`config.mk`:
```
export PLATFORM = sky130hd
export DESIGN_NAME = vrg_ctrl
export DESIGN_NICKNAME = d
export VERILOG_FILES = /design/src/rtl/vrg_pkg.sv /design/src/rtl/vrg_ctrl.sv
export SDC_FILE = /design/constraint.sdc
export NUM_CORES = 1
export LEC_CHECK = 0
export BUFFER_PORTS_ARGS = -buffer_cell sky130_fd_sc_hd__buf_2
export CAP_MARGIN = 25
export CORE_MARGIN = 5
export CORE_UTILIZATION = 50
export DETAILED_ROUTE_END_ITERATION = 10
export MAX_ROUTING_LAYER = met4
export PLACE_DENSITY = 0.77
export SYNTH_ARGS = -nofsm -noshare
export SYNTH_HDL_FRONTEND = slang
export SYNTH_SLANG_ARGS = --single-unit
```
`constraint.sdc`:
```
create_clock -name i_clk -period 1.46 [get_ports i_clk]
set_clock_uncertainty 0.05 [all_clocks]
set_input_delay 0 -clock i_clk [delete_from_list [all_inputs] [get_ports i_clk]]
set_output_delay 0 -clock i_clk [all_outputs]
set_load 0.02 [all_outputs]
```
`src/rtl/vrg_pkg.sv`:
```
package vrg_pkg;

    localparam int MAX_DIM = 256;
    localparam int COORD_W = 8;
    localparam int BOX_W   = 9;
    localparam int DENS_W  = 16;
    localparam int MASS_W  = 40;
    localparam int M1_W    = 48;
    localparam int M2_W    = 56;
    localparam int CM_W    = 57;
    localparam int NUM_W   = 59;
    localparam int FRAC_W  = 16;
    localparam int DVD_W   = NUM_W + FRAC_W;
    localparam int QUO_W   = 34;
    localparam int CNT_W   = 7;
    localparam int CFG_IDX_W = 1;

    // register indexes
    localparam logic [CFG_IDX_W-1:0] CFG_BOX_Y = 1'd0;
    localparam logic [CFG_IDX_W-1:0] CFG_BOX_Z = 1'd1;

    // commands from the controller to the datapath
    typedef struct packed {
        logic       take;      // input transfer this cycle
        logic       clr;       // end of grid: clear coordinates and sums
        logic       div_axis;  // load divider with first moment of axis
        logic       div_gyr;   // load divider with central moment sum
        logic       div_step;  // one restoring step
        logic       k_lat;     // latch center of axis from quotient
        logic       mul1;      // k*k and 2k*S1
        logic       mul2;      // S2 + kk*M
        logic       num_clr;
        logic       num_add;
        logic       out_load;
        logic       out_empty;
        logic [1:0] axis;
    } t_cmd;

    typedef struct packed {
        logic m_zero;
        logic out_busy;
    } t_sts;

endpackage

```
`src/rtl/vrg_ctrl.sv`:
```
module vrg_ctrl (
    input  logic            i_clk,
    input  logic            i_rst_n,
    input  logic            i_valid,
    input  logic            i_last,
    output logic            o_ready,
    input  vrg_pkg::t_sts   i_sts,
    output vrg_pkg::t_cmd   o_cmd
);

    localparam logic [2:0] S_ACC   = 3'd0;
    localparam logic [2:0] S_DRAIN = 3'd1;
    localparam logic [2:0] S_CHK   = 3'd2;
    localparam logic [2:0] S_DIV   = 3'd3;
    localparam logic [2:0] S_KLAT  = 3'd4;
    localparam logic [2:0] S_MUL2  = 3'd5;
    localparam logic [2:0] S_ADD   = 3'd6;
    localparam logic [2:0] S_FIN   = 3'd7;

    localparam logic [1:0] AXIS_LAST = 2'd2;
    localparam logic [vrg_pkg::CNT_W-1:0] CNT_END = vrg_pkg::CNT_W'(vrg_pkg::DVD_W - 1);

    logic [2:0]                r_state, n_state;
    logic [1:0]                r_axis, n_axis;
    logic                      r_gyr, n_gyr;
    logic                      r_empty, n_empty;
    logic                      r_mul1, n_mul1;
    logic [vrg_pkg::CNT_W-1:0] r_cnt, n_cnt;

    assign o_ready = (r_state == S_ACC);

    // next state and commands
    always_comb begin
        n_state = r_state;
        n_axis  = r_axis;
        n_gyr   = r_gyr;
        n_empty = r_empty;
        n_mul1  = 1'b0;
        n_cnt   = r_cnt;
        o_cmd   = '0;
        o_cmd.axis = r_axis;
        o_cmd.mul1 = r_mul1;
        unique case (r_state)
            S_ACC: begin
                o_cmd.take = i_valid;
                if (i_valid && i_last) begin
                    n_state = S_DRAIN;
                end
            end
            S_DRAIN: begin
                n_state = S_CHK;
            end
            S_CHK: begin
                o_cmd.num_clr = 1'b1;
                n_axis = 2'd0;
                n_gyr  = 1'b0;
                n_cnt  = '0;
                if (i_sts.m_zero) begin
                    n_empty = 1'b1;
                    n_state = S_FIN;
                end else begin
                    n_empty = 1'b0;
                    o_cmd.div_axis = 1'b1;
                    o_cmd.axis = 2'd0;
                    n_state = S_DIV;
                end
            end
            S_DIV: begin
                o_cmd.div_step = 1'b1;
                n_cnt = r_cnt + 1'b1;
                if (r_cnt == CNT_END) begin
                    n_cnt   = '0;
                    n_state = r_gyr ? S_FIN : S_KLAT;
                end
            end
            S_KLAT: begin
                o_cmd.k_lat = 1'b1;
                n_mul1  = 1'b1;
                n_state = S_MUL2;
            end
            S_MUL2: begin
                // products from the k*k step land this cycle; add S2 next
                if (!r_mul1) begin
                    o_cmd.mul2 = 1'b1;
                    n_state = S_ADD;
                end
            end
            S_ADD: begin
                o_cmd.num_add = 1'b1;
                if (r_axis == AXIS_LAST) begin
                    n_gyr = 1'b1;
                    o_cmd.div_gyr = 1'b1;
                end else begin
                    n_axis = r_axis + 1'b1;
                    o_cmd.div_axis = 1'b1;
                    o_cmd.axis = r_axis + 1'b1;
                end
                n_state = S_DIV;
            end
            S_FIN: begin
                if (!i_sts.out_busy) begin
                    o_cmd.out_load  = 1'b1;
                    o_cmd.out_empty = r_empty;
                    o_cmd.clr       = 1'b1;
                    n_state = S_ACC;
                end
            end
            default: n_state = S_ACC;
        endcase
    end

    // hold state
    always_ff @(posedge i_clk) begin
        if (!i_rst_n) begin
            r_state <= S_ACC;
            r_axis  <= 2'd0;
            r_gyr   <= 1'b0;
            r_empty <= 1'b0;
            r_mul1  <= 1'b0;
            r_cnt   <= '0;
        end else begin
            r_state <= n_state;
            r_axis  <= n_axis;
            r_gyr   <= n_gyr;
            r_empty <= n_empty;
            r_mul1  <= n_mul1;
            r_cnt   <= n_cnt;
        end
    end

endmodule

```
==> metrics.yaml, run 1 <==
period_needed_ns: 1.41
period_share_pct: 96.7
seqPwrFrac_pct: 46.6
busiest_layer: "met2"
crit_type: "flop to output pin"
first_pass_iters: 4
grt_max_degree: 18
grt_use_met2_pct: 28.5
rows: 16
synth_top_family_by_area: "simple AND/OR/NAND/NOR gates"
cts_buffers: 3
vias: 883
hold_ws_ns: 0.0221
use_met1_pct: 20.4
syn_inst: 123
layout.nets: 155
synth.avg_cell_area_um2: 8.06
startpoint_type: "flop"
worst_slew_pin_slew_ns: 0.260
power.density_mw_per_mm2: 810
gp_congestion: 0.791
grt_pass1_vias: 835
cts_root_buf: "clkbuf_4"
grt.overflow.total: 0
core_mm2: 0.00192
hold_violations: 0
cts_htree_levels: 1
status: "completed"
cp.required_ns: 1.41
r2r_setup_slack_ns: 0.12
synth.cell_area_um2: 991
leakagePower_nw: 0.520
first_iter_violations: 10
finalWirelength_um: 2210
grtUsageMet3_pct: 2.45
track_usage_pct: 17.4
grt_pass1_wl_um: 3600
cts_tree: "done"
power.switching_uw: 321
final-max-slew-violation-count: 0
nFillCells: 191
grt_setup_unrepaired: "yes"
max_freq_ghz: 0.708
synth-compound-area-share_pct: 19.7
switching_share_pct: 33.0
final_cell_mix: "nand2_1 (21), buf_2 (18), dfxtp_1 (11)"
hold_path.class: "input port to flop"
slew_headroom_pct: 82.7
drc: 0
clockPowerShare_pct: 24.3
yosys_warnings: 0
drv_cap: 0
n_antenna_cell: 0
drive_above_1_share_pct: 31.9
ys_seq_area_share_pct: 30.3
p_int_uw: 652
initial_utilization_pct: 51.6
wire_per_inst_um: 12.9
pwr-share-comb_pct: 29.1
die_x_um: 54.5
clk_latency_ns: 0.28
final_common_cell: "nand2_1"
dieArea_mm2: 0.00297
peakVddDrop_mv: 0.573
synth_xor_area_share_pct: 0
synthAdderAreaFrac_pct: 5.05
place_hpwl_um: 1570
worst_ep_arrival_time_ns: 1.36
ys_types: 33
synth_fp_nets: 133
path_clk_slew_ns: 0.09
synth-simple-area-share_pct: 31.8
area_growth_pct: 21.2
setup_viol: 0
final_area_mm2: 0.00120
die_h_um: 54.5
worst-path-max-fanout: 7
io_buffers: 20
crit_path_end_kind: "output pin"
drt.antenna.violating_nets: 0
synth.area.mux_share_pct: 3.54
dpl_cell_area_mm2: 0.00108
antenna_found_initial: 0
cts_buffer_depth: 2
routed_via_density: 5.16
cts.sinks: 15
ioPinCount: 21
synth_seq_cells: 15
## flip-flops by register name, summed over array words and instances, names as in the netlist
signal and cells:
r_cnt 7, r_state 3, r_axis 2, r_empty 1, r_gyr 1, r_mul1 1
## Yosys cell counts (all sizes together)
library cell / instances / share of area [%]
o21ai: 9 / 4.5
nand2b: 2 / 1.3
nor3b: 4 / 3.0
and2: 7 / 4.7
mux2: 1 / 1.5
a21boi: 8 / 6.8
clkbuf: 1 / 0.38
nor2: 5 / 1.9
o22ai: 1 / 0.63
inv: 5 / 1.9
nand2: 23 / 8.7
dfxtp: 15 / 30
nand4bb: 1 / 2.8
buf: 9 / 7.3
a21oi: 5 / 3.7
o211a: 1 / 1.0
and2b: 1 / 0.88
ha: 4 / 5.1
o21a: 1 / 1.5
nor3: 6 / 3.0
nand3: 6 / 3.0
and3: 2 / 1.3
nor2b: 2 / 1.3
o31ai: 1 / 0.76
mux2i: 2 / 2.0
o211ai: 1 / 0.76
## cell type report
| type | instances | area, um2 | area share, % |
|---|---|---|---|
| Clock buffer | 4 | 26.3 | 2.19 |
| Inverter | 5 | 18.8 | 1.56 |
| Multi-Input combinational cell | 93 | 639 | 53.2 |
| Sequential cell | 15 | 310 | 25.8 |
| Tap cell | 27 | 33.8 | 2.81 |
| Timing Repair Buffer | 27 | 173 | 14.4 |
## timing repair
action	4_1_cts	5_1_grt
gates resized for setup	3	17
setup endpoints to repair	6	12
pin swaps	0	1
hold buffers	3	0
setup buffers	0	0
hold endpoints to repair	3	0
## cell families after synthesis
| family | count (synthesis) |
|---|---|
| flip-flops | 15 |
| AO/OA/AOI/OAI | 27 |
| adder cells (fa/ha/maj) | 4 |
| buffers and inverters | 15 |
| AND/OR/NAND/NOR | 59 |
| multiplexers | 3 |
## metrics by stage
step / worst slack, ns / util (%) / TNS (ns) / cells / power, mW
4_1_cts: 0.00224 / 59.7 / 0 / 171 / 0.962
3_5_place_dp: 0.128 / 56.4 / 0 / 164 / 0.709
3_3_place_gp: 0.150 / 56.4 / 0 / 164 / 0.703
5_1_grt: -0.00710 / 62.5 / -0.0111 / 171 / 1.03
2_1_floorplan: 0.0275 / - / 0 / 123 / 0.655
6_report: 0.0485 / 62.5 / 0 / 171 / 0.973
## power by group through the flow
stage / logic [mW] / clock network (mW) / registers, mW
after floorplan: 0.211 / 0 / 0.444
after global placement: 0.247 / 0 / 0.456
after detailed placement: 0.251 / 0 / 0.458
after CTS: 0.262 / 0.250 / 0.450
after global routing: 0.311 / 0.263 / 0.457
final: 0.283 / 0.236 / 0.454
## layer usage
metal / share of wire [%] / vias to the layer above
met3: 5.0 / 6
met1: 42 / 394
met4: 2.2 / 0
met5: 0 / -
li1: - / 456
met2: 51 / 27
## path summary, 6_finish.rpt
path | to | startpoint | depth (start not counted)
setup reg to reg | r_cnt[1] | r_cnt[0] | 6
hold reg to reg | r_axis[0] | r_axis[0] | 2
setup / recovery | o_cmd[0] | r_state[0] | 5
hold / removal | r_state[1] | i_rst_n | 2
## critical path, stage by stage, from the launching register on
cell	delay, ns
dfxtp_4	0.39
and2b_2	0.25
and2_4	0.18
nand2_2	0.07
nand2_1	0.06
buf_6	0.13
(Power assumes the default switching activity.)
==> run 2, diff against run 1 <==
--- a/config.mk
+++ b/config.mk
@@ -9,6 +9,7 @@
 export CAP_MARGIN = 25
 export CORE_MARGIN = 5
 export CORE_UTILIZATION = 50
+export CTS_BUF_LIST = sky130_fd_sc_hd__clkbuf_4
 export DETAILED_ROUTE_END_ITERATION = 10
 export MAX_ROUTING_LAYER = met4
 export PLACE_DENSITY = 0.77
==> metrics.yaml, run 2 (synthesized netlist as in run 1, its figures left out) <==
place_hpwl_um: 1570  # unchanged
cp.required_ns: 1.41  # about the same
die_h_um: 54.5  # unchanged
reg2regPathDepth: 6  # unchanged
grt_setup_unrepaired: "yes"  # unchanged
period_needed_ns: 1.41  # about the same
period_share_pct: 96.9  # was 96.7%
final_cell_mix: "nand2_1 (21), buf_2 (18), dfxtp_1 (11)"  # unchanged
track_usage_pct: 17.4  # unchanged
n_antenna_cell: 0  # unchanged
drc: 0  # unchanged
worst-path-max-fanout: 7  # unchanged
post_cts_buffers: 0  # unchanged
area_growth_pct: 21.6  # was 21.2%
r2r_setup_slack_ns: 0.14  # was 0.12 ns
slew_headroom_pct: 82.5  # was 82.7%
largestRegisters: "r_cnt x7, r_state x3, r_axis x2"  # unchanged
dieArea_mm2: 0.00297  # unchanged
cts_htree_levels: 1  # unchanged
wire_per_inst_um: 12.5  # was 12.9 um
grt_max_degree: 18  # unchanged
hold_path.class: "input port to flop"  # unchanged
ioPinCount: 21  # unchanged
max_freq_ghz: 0.707  # was 0.708 GHz
clockPowerShare_pct: 25.8  # was 24.3%
rows: 16  # unchanged
peakVddDrop_mv: 0.618  # was 0.573 mV
critPathCapture: "o_cmd[0]"  # unchanged
first_iter_violations: 6  # was 10
power.switching_uw: 319  # was 321 uW
drive_above_1_share_pct: 32.6  # was 31.9%
cts_root_buf: "clkbuf_4"  # unchanged
power.density_mw_per_mm2: 821  # was 810 mW/mm2
switching_share_pct: 32.2  # was 33.0%
cts_buffer_depth: 2  # unchanged
setup_viol: 0  # unchanged
leakagePower_nw: 0.524  # was 0.520 nW
core_mm2: 0.00192  # unchanged
initial_utilization_pct: 51.6  # unchanged
drt.antenna.violating_nets: 0  # unchanged
timing.rr.start: "r_cnt[0]"  # unchanged
worst_ep_arrival_time_ns: 1.36  # about the same
final-max-slew-violation-count: 0  # unchanged
grt_pass1_wl_um: 3600  # unchanged
status: "completed"  # unchanged
first_pass_iters: 4  # unchanged
io_buffers: 20  # unchanged
finalWirelength_um: 2140  # was 2210 um
die_x_um: 54.5  # unchanged
grt.overflow.total: 0  # unchanged
post-place-ws_ns: 0.128  # unchanged
routed_via_density: 5.15  # was 5.16
grt_pass1_vias: 834  # was 835
clk_latency_ns: 0.28  # about the same
crit_type: "flop to output pin"  # unchanged
largest_reg_flops: 7  # unchanged
cts_tree: "done"  # unchanged
gp_congestion: 0.791  # unchanged
reg2reg_to: "r_cnt[5]"  # was r_cnt[1]
path_clk_slew_ns: 0.09  # about the same
p_int_uw: 671  # was 652 uW
cts.sinks: 15  # unchanged
critPathLaunch: "r_state[0]"  # unchanged
hold_violations: 0  # unchanged
startpoint_type: "flop"  # unchanged
worst_slew_pin_slew_ns: 0.263  # was 0.260 ns
largest_register: "r_cnt"  # unchanged
cts_buffers: 3  # unchanged
layout.nets: 155  # unchanged
vias: 881  # was 883
pwr-share-comb_pct: 28.3  # was 29.1%
crit_path_end_kind: "output pin"  # unchanged
seqPwrFrac_pct: 45.9  # was 46.6%
drv_cap: 0  # unchanged
antenna_found_initial: 0  # unchanged
setup_slack_ns: 0.0452  # was 0.0485 ns
fin_tns_setup_ns: 0  # unchanged
final_common_cell: "nand2_1"  # unchanged
-- run 2: cell count changes in the layout (fill, tap and decap cells not counted) --
| cell | delta |
|---|---|
| clkbuf_1 | -1 |
| clkbuf_4 | +1 |
-- run 2: worst max-delay path, stage by stage, from the launching register on --
cell and delay [ns]:
dfxtp_4 0.39, and2b_2 0.25, and2_4 0.18, nand2_2 0.07
nand2_1 0.06, buf_6 0.13
-- run 2: power groups by stage --
stage	clock [mW]	combinational (mW)	sequential, mW
floorplan	0	0.211	0.444
global placement	0	0.247	0.456
detailed placement	0	0.251	0.458
CTS	0.270	0.262	0.450
global route	0.282	0.310	0.457
finish	0.255	0.280	0.454
-- run 2: worst min path at each step --
stage | from | to | slack [ns] | cells past startpoint
after CTS | i_rst_n | r_state[0] | 0.02 | 3
after global routing | i_rst_n | r_state[1] | 0.03 | 2
final | i_rst_n | r_state[0] | 0.02 | 3
after floorplan | i_sts[0] | o_cmd[3] | 0.007 | 1
after global placement | i_sts[1] | r_empty | 0.23 | 3
after detailed placement | i_sts[1] | r_empty | 0.24 | 3
-- run 2: cell type report --
| class | instances | area (um2) |
|---|---|---|
| Sequential cell | 15 | 310 |
| Inverter | 5 | 18.8 |
| Fill cell | 188 | 717 |
| Clock buffer | 4 | 30.0 |
| Tap cell | 27 | 33.8 |
| Timing Repair Buffer | 27 | 173 |
| Multi-Input combinational cell | 93 | 639 |
-- run 2: layer usage --
layer	vias up	part of all wire (%)	GRT usage (%)
li1	455	-	-
met1	399	43	20.4
met2	20	50	28.5
met3	7	4.3	2.45
met4	0	2.5	9.96
met5	-	0	-
-- run 2: timing repair --
item / 4_1_cts / 5_1_grt
endpoints found under the hold margin: 3 / 0
pin swaps: 0 / 1
hold buffers: 3 / 0
endpoints found under the setup margin: 6 / 12
gates resized for setup: 3 / 17
-- run 2: stage by stage --
stage               instances  total power [mW]  area, um2  hold slack (ns)  utilization (%)
floorplan                 123             0.655        996          0.00750                -
global placement          164             0.703       1080            0.225             56.4
detailed placement        164             0.709       1080            0.239             56.4
CTS                       171             0.982       1150           0.0209             59.9
global route              171              1.05       1200           0.0264             62.7
finish                    171             0.989       1200           0.0174             62.7
==> run 3, diff against run 2 <==
--- a/config.mk
+++ b/config.mk
@@ -7,6 +7,7 @@
 export LEC_CHECK = 0
 export BUFFER_PORTS_ARGS = -buffer_cell sky130_fd_sc_hd__buf_2
 export CAP_MARGIN = 25
+export CORE_ASPECT_RATIO = 1.1
 export CORE_MARGIN = 5
 export CORE_UTILIZATION = 50
 export CTS_BUF_LIST = sky130_fd_sc_hd__clkbuf_4
==> metrics.yaml, run 3 (synthesized netlist as in run 1, its figures left out) <==
drc: 0  # unchanged
critical_path.cell_chain: "buf_6, and2b_2, and2_4, nand2_4, nand2_2, buf_6"  # was and2b_2, and2_4, nand2_2, nand2_1, buf_6
layout.nets: 158  # was 155
dieArea_mm2: 0.00297  # about the same
drt.antenna.violating_nets: 0  # unchanged
n_antenna_cell: 0  # unchanged
area_growth_pct: 23.9  # was 21.6%
dpl.cell_count: 165  # was 164
seqPwrFrac_pct: 44.8  # was 45.9%
grt_pass1_wl_um: 3690  # was 3600 um
cts_buffer_depth: 2  # unchanged
cp_slowest_cell: "dfxtp_4"  # unchanged
period_share_pct: 97.6  # was 96.9%
grt_max_degree: 18  # unchanged
reg2reg_to: "r_state[1]"  # was r_cnt[5]
switching_share_pct: 32.2  # about the same
path_clk_slew_ns: 0.09  # about the same
worst_slew_pin_slew_ns: 0.251  # was 0.263 ns
clk_latency_ns: 0.28  # about the same
final_common_cell: "nand2_1"  # unchanged
setup_viol: 0  # unchanged
cts_buffers: 3  # unchanged
first_pass_iters: 4  # unchanged
clockPowerShare_pct: 25.4  # was 25.8%
ioPinCount: 21  # unchanged
power.switching_uw: 321  # was 319 uW
period_needed_ns: 1.42  # was 1.41 ns
critPathTopFamily: "simple AND/OR/NAND/NOR gates"  # unchanged
die_x_um: 52.4  # was 54.5 um
cts_htree_levels: 1  # unchanged
path_buf_inv: 2  # was 1
pwr-share-comb_pct: 29.7  # was 28.3%
p_int_uw: 677  # was 671 uW
slowest_delay_ns: 0.35  # was 0.39 ns
hold_path.class: "input port to flop"  # unchanged
slew_headroom_pct: 83.3  # was 82.5%
critPathCapture: "o_cmd[1]"  # was o_cmd[0]
place_hpwl_um: 1500  # was 1570 um
final-max-slew-violation-count: 0  # unchanged
first_iter_violations: 23  # was 6
cts_tree: "done"  # unchanged
critPathLaunch: "r_state[1]"  # was r_state[0]
finalPower_uw: 998  # was 989 uW
vias: 929  # was 881
routed_via_density: 5.31  # was 5.15
peakVddDrop_mv: 0.610  # was 0.618 mV
core_mm2: 0.00196  # was 0.00192 mm2
hold_violations: 0  # unchanged
grt_pass1_vias: 917  # was 834
reg2regPathDepth: 5  # was 6
power.density_mw_per_mm2: 813  # was 821 mW/mm2
worst_ep_arrival_time_ns: 1.37  # was 1.36 ns
die_h_um: 56.7  # was 54.5 um
antenna_found_initial: 0  # unchanged
crit_top_cell: "buf_6"
cts.sinks: 15  # unchanged
cp.required_ns: 1.41  # about the same
initial_utilization_pct: 50.6  # was 51.6%
startpoint_type: "flop"  # unchanged
status: "completed"  # unchanged
cp.depth: 6  # was 5
crit_path_end_kind: "output pin"  # unchanged
finalWirelength_um: 2070  # was 2140 um
io_buffers: 20  # unchanged
largestRegisters: "r_cnt x7, r_state x3, r_axis x2"  # unchanged
r2r_setup_slack_ns: 0.09  # was 0.14 ns
wire_per_inst_um: 11.8  # was 12.5 um
drive_above_1_share_pct: 36.1  # was 32.6%
largest_reg_flops: 7  # unchanged
drv_cap: 0  # unchanged
rows: 17  # was 16
track_usage_pct: 16.1  # was 17.4%
crit_type: "flop to output pin"  # unchanged
largest_register: "r_cnt"  # unchanged
fin_cells: 175  # was 171
timing.rr.start: "r_state[1]"  # was r_cnt[0]
max_freq_ghz: 0.702  # was 0.707 GHz
grt_setup_unrepaired: "yes"  # unchanged
leakagePower_nw: 0.529  # was 0.524 nW
cts_root_buf: "clkbuf_4"  # unchanged
gp_congestion: 0.770  # was 0.791
worst-path-max-fanout: 4  # was 7
grt.overflow.total: 0  # unchanged
final_cell_mix: "nand2_1 (19), buf_2 (17), dfxtp_1 (10)"  # was nand2_1 (21), buf_2 (18), dfxtp_1 (11)
## run 3: cell types whose count changed in the layout (fill, tap and decap cells not counted), sizes merged
cell,before,now
dlygate4sd3,3,2
buf,24,27
clkbuf,4,5
## run 3: per-stage QoR
stage               hold slack (ns)  setup slack [ns]  TNS [ns]  utilization, %  instance area (um2)
global route                 0.0240           -0.0130   -0.0276            62.7                 1230
floorplan                   0.00750            0.0275         0               -                  996
global placement              0.223             0.152         0            55.4                 1080
CTS                         0.00243           0.00251         0            60.0                 1170
detailed placement            0.232             0.111         0            55.4                 1080
finish                      0.00373            0.0357         0            62.7                 1230
## run 3: area by class of cell
type                            instances  area (um2)
Clock buffer                            4        30.0
Inverter                                5        18.8
Multi-Input combinational cell         93         632
Fill cell                             176         729
Timing Repair Buffer                   30         200
Sequential cell                        15         312
Tap cell                               28        35.0
## run 3: how the worst min path moves through the flow
stage | start | depth (start not counted) | slack (ns) | endpoint
after floorplan | i_sts[0] | 1 | 0.007 | o_cmd[3]
after global placement | i_sts[1] | 3 | 0.22 | r_empty
after detailed placement | i_sts[1] | 3 | 0.23 | r_empty
after CTS | i_valid | 5 | 0.002 | r_state[0]
after global routing | i_valid | 5 | 0.02 | r_state[0]
final | i_valid | 5 | 0.004 | r_state[0]
## run 3: what timing repair did
action / CTS / global route
buffers inserted: 1 / 3
pin swaps: 2 / 3
hold buffers: 2 / 0
endpoints found under the setup margin: 6 / 13
endpoints found under the hold margin: 3 / 0
gates resized for setup: 12 / 12
## run 3: worst register-to-register path, cell delays in order, from the launching register on
cell	delay, ns
dfxtp_4	0.35
buf_4	0.15
mux2_4	0.31
a21oi_4	0.16
o211ai_1	0.11
o211a_1	0.13
## run 3: metal layers
layer	vias to the layer above	part of all wire, %	GRT usage, %
li1	466	-	-
met5	-	0	-
met3	5	4.5	2.39
met1	435	42	17.7
met4	0	1.7	5.47
met2	23	52	28.7
## run 3: power groups by stage
stage	combinational (mW)	clock, mW	sequential, mW
after global placement	0.239	0	0.459
after floorplan	0.211	0	0.444
final	0.297	0.254	0.447
after detailed placement	0.244	0	0.460
after CTS	0.267	0.262	0.447
after global routing	0.324	0.274	0.450
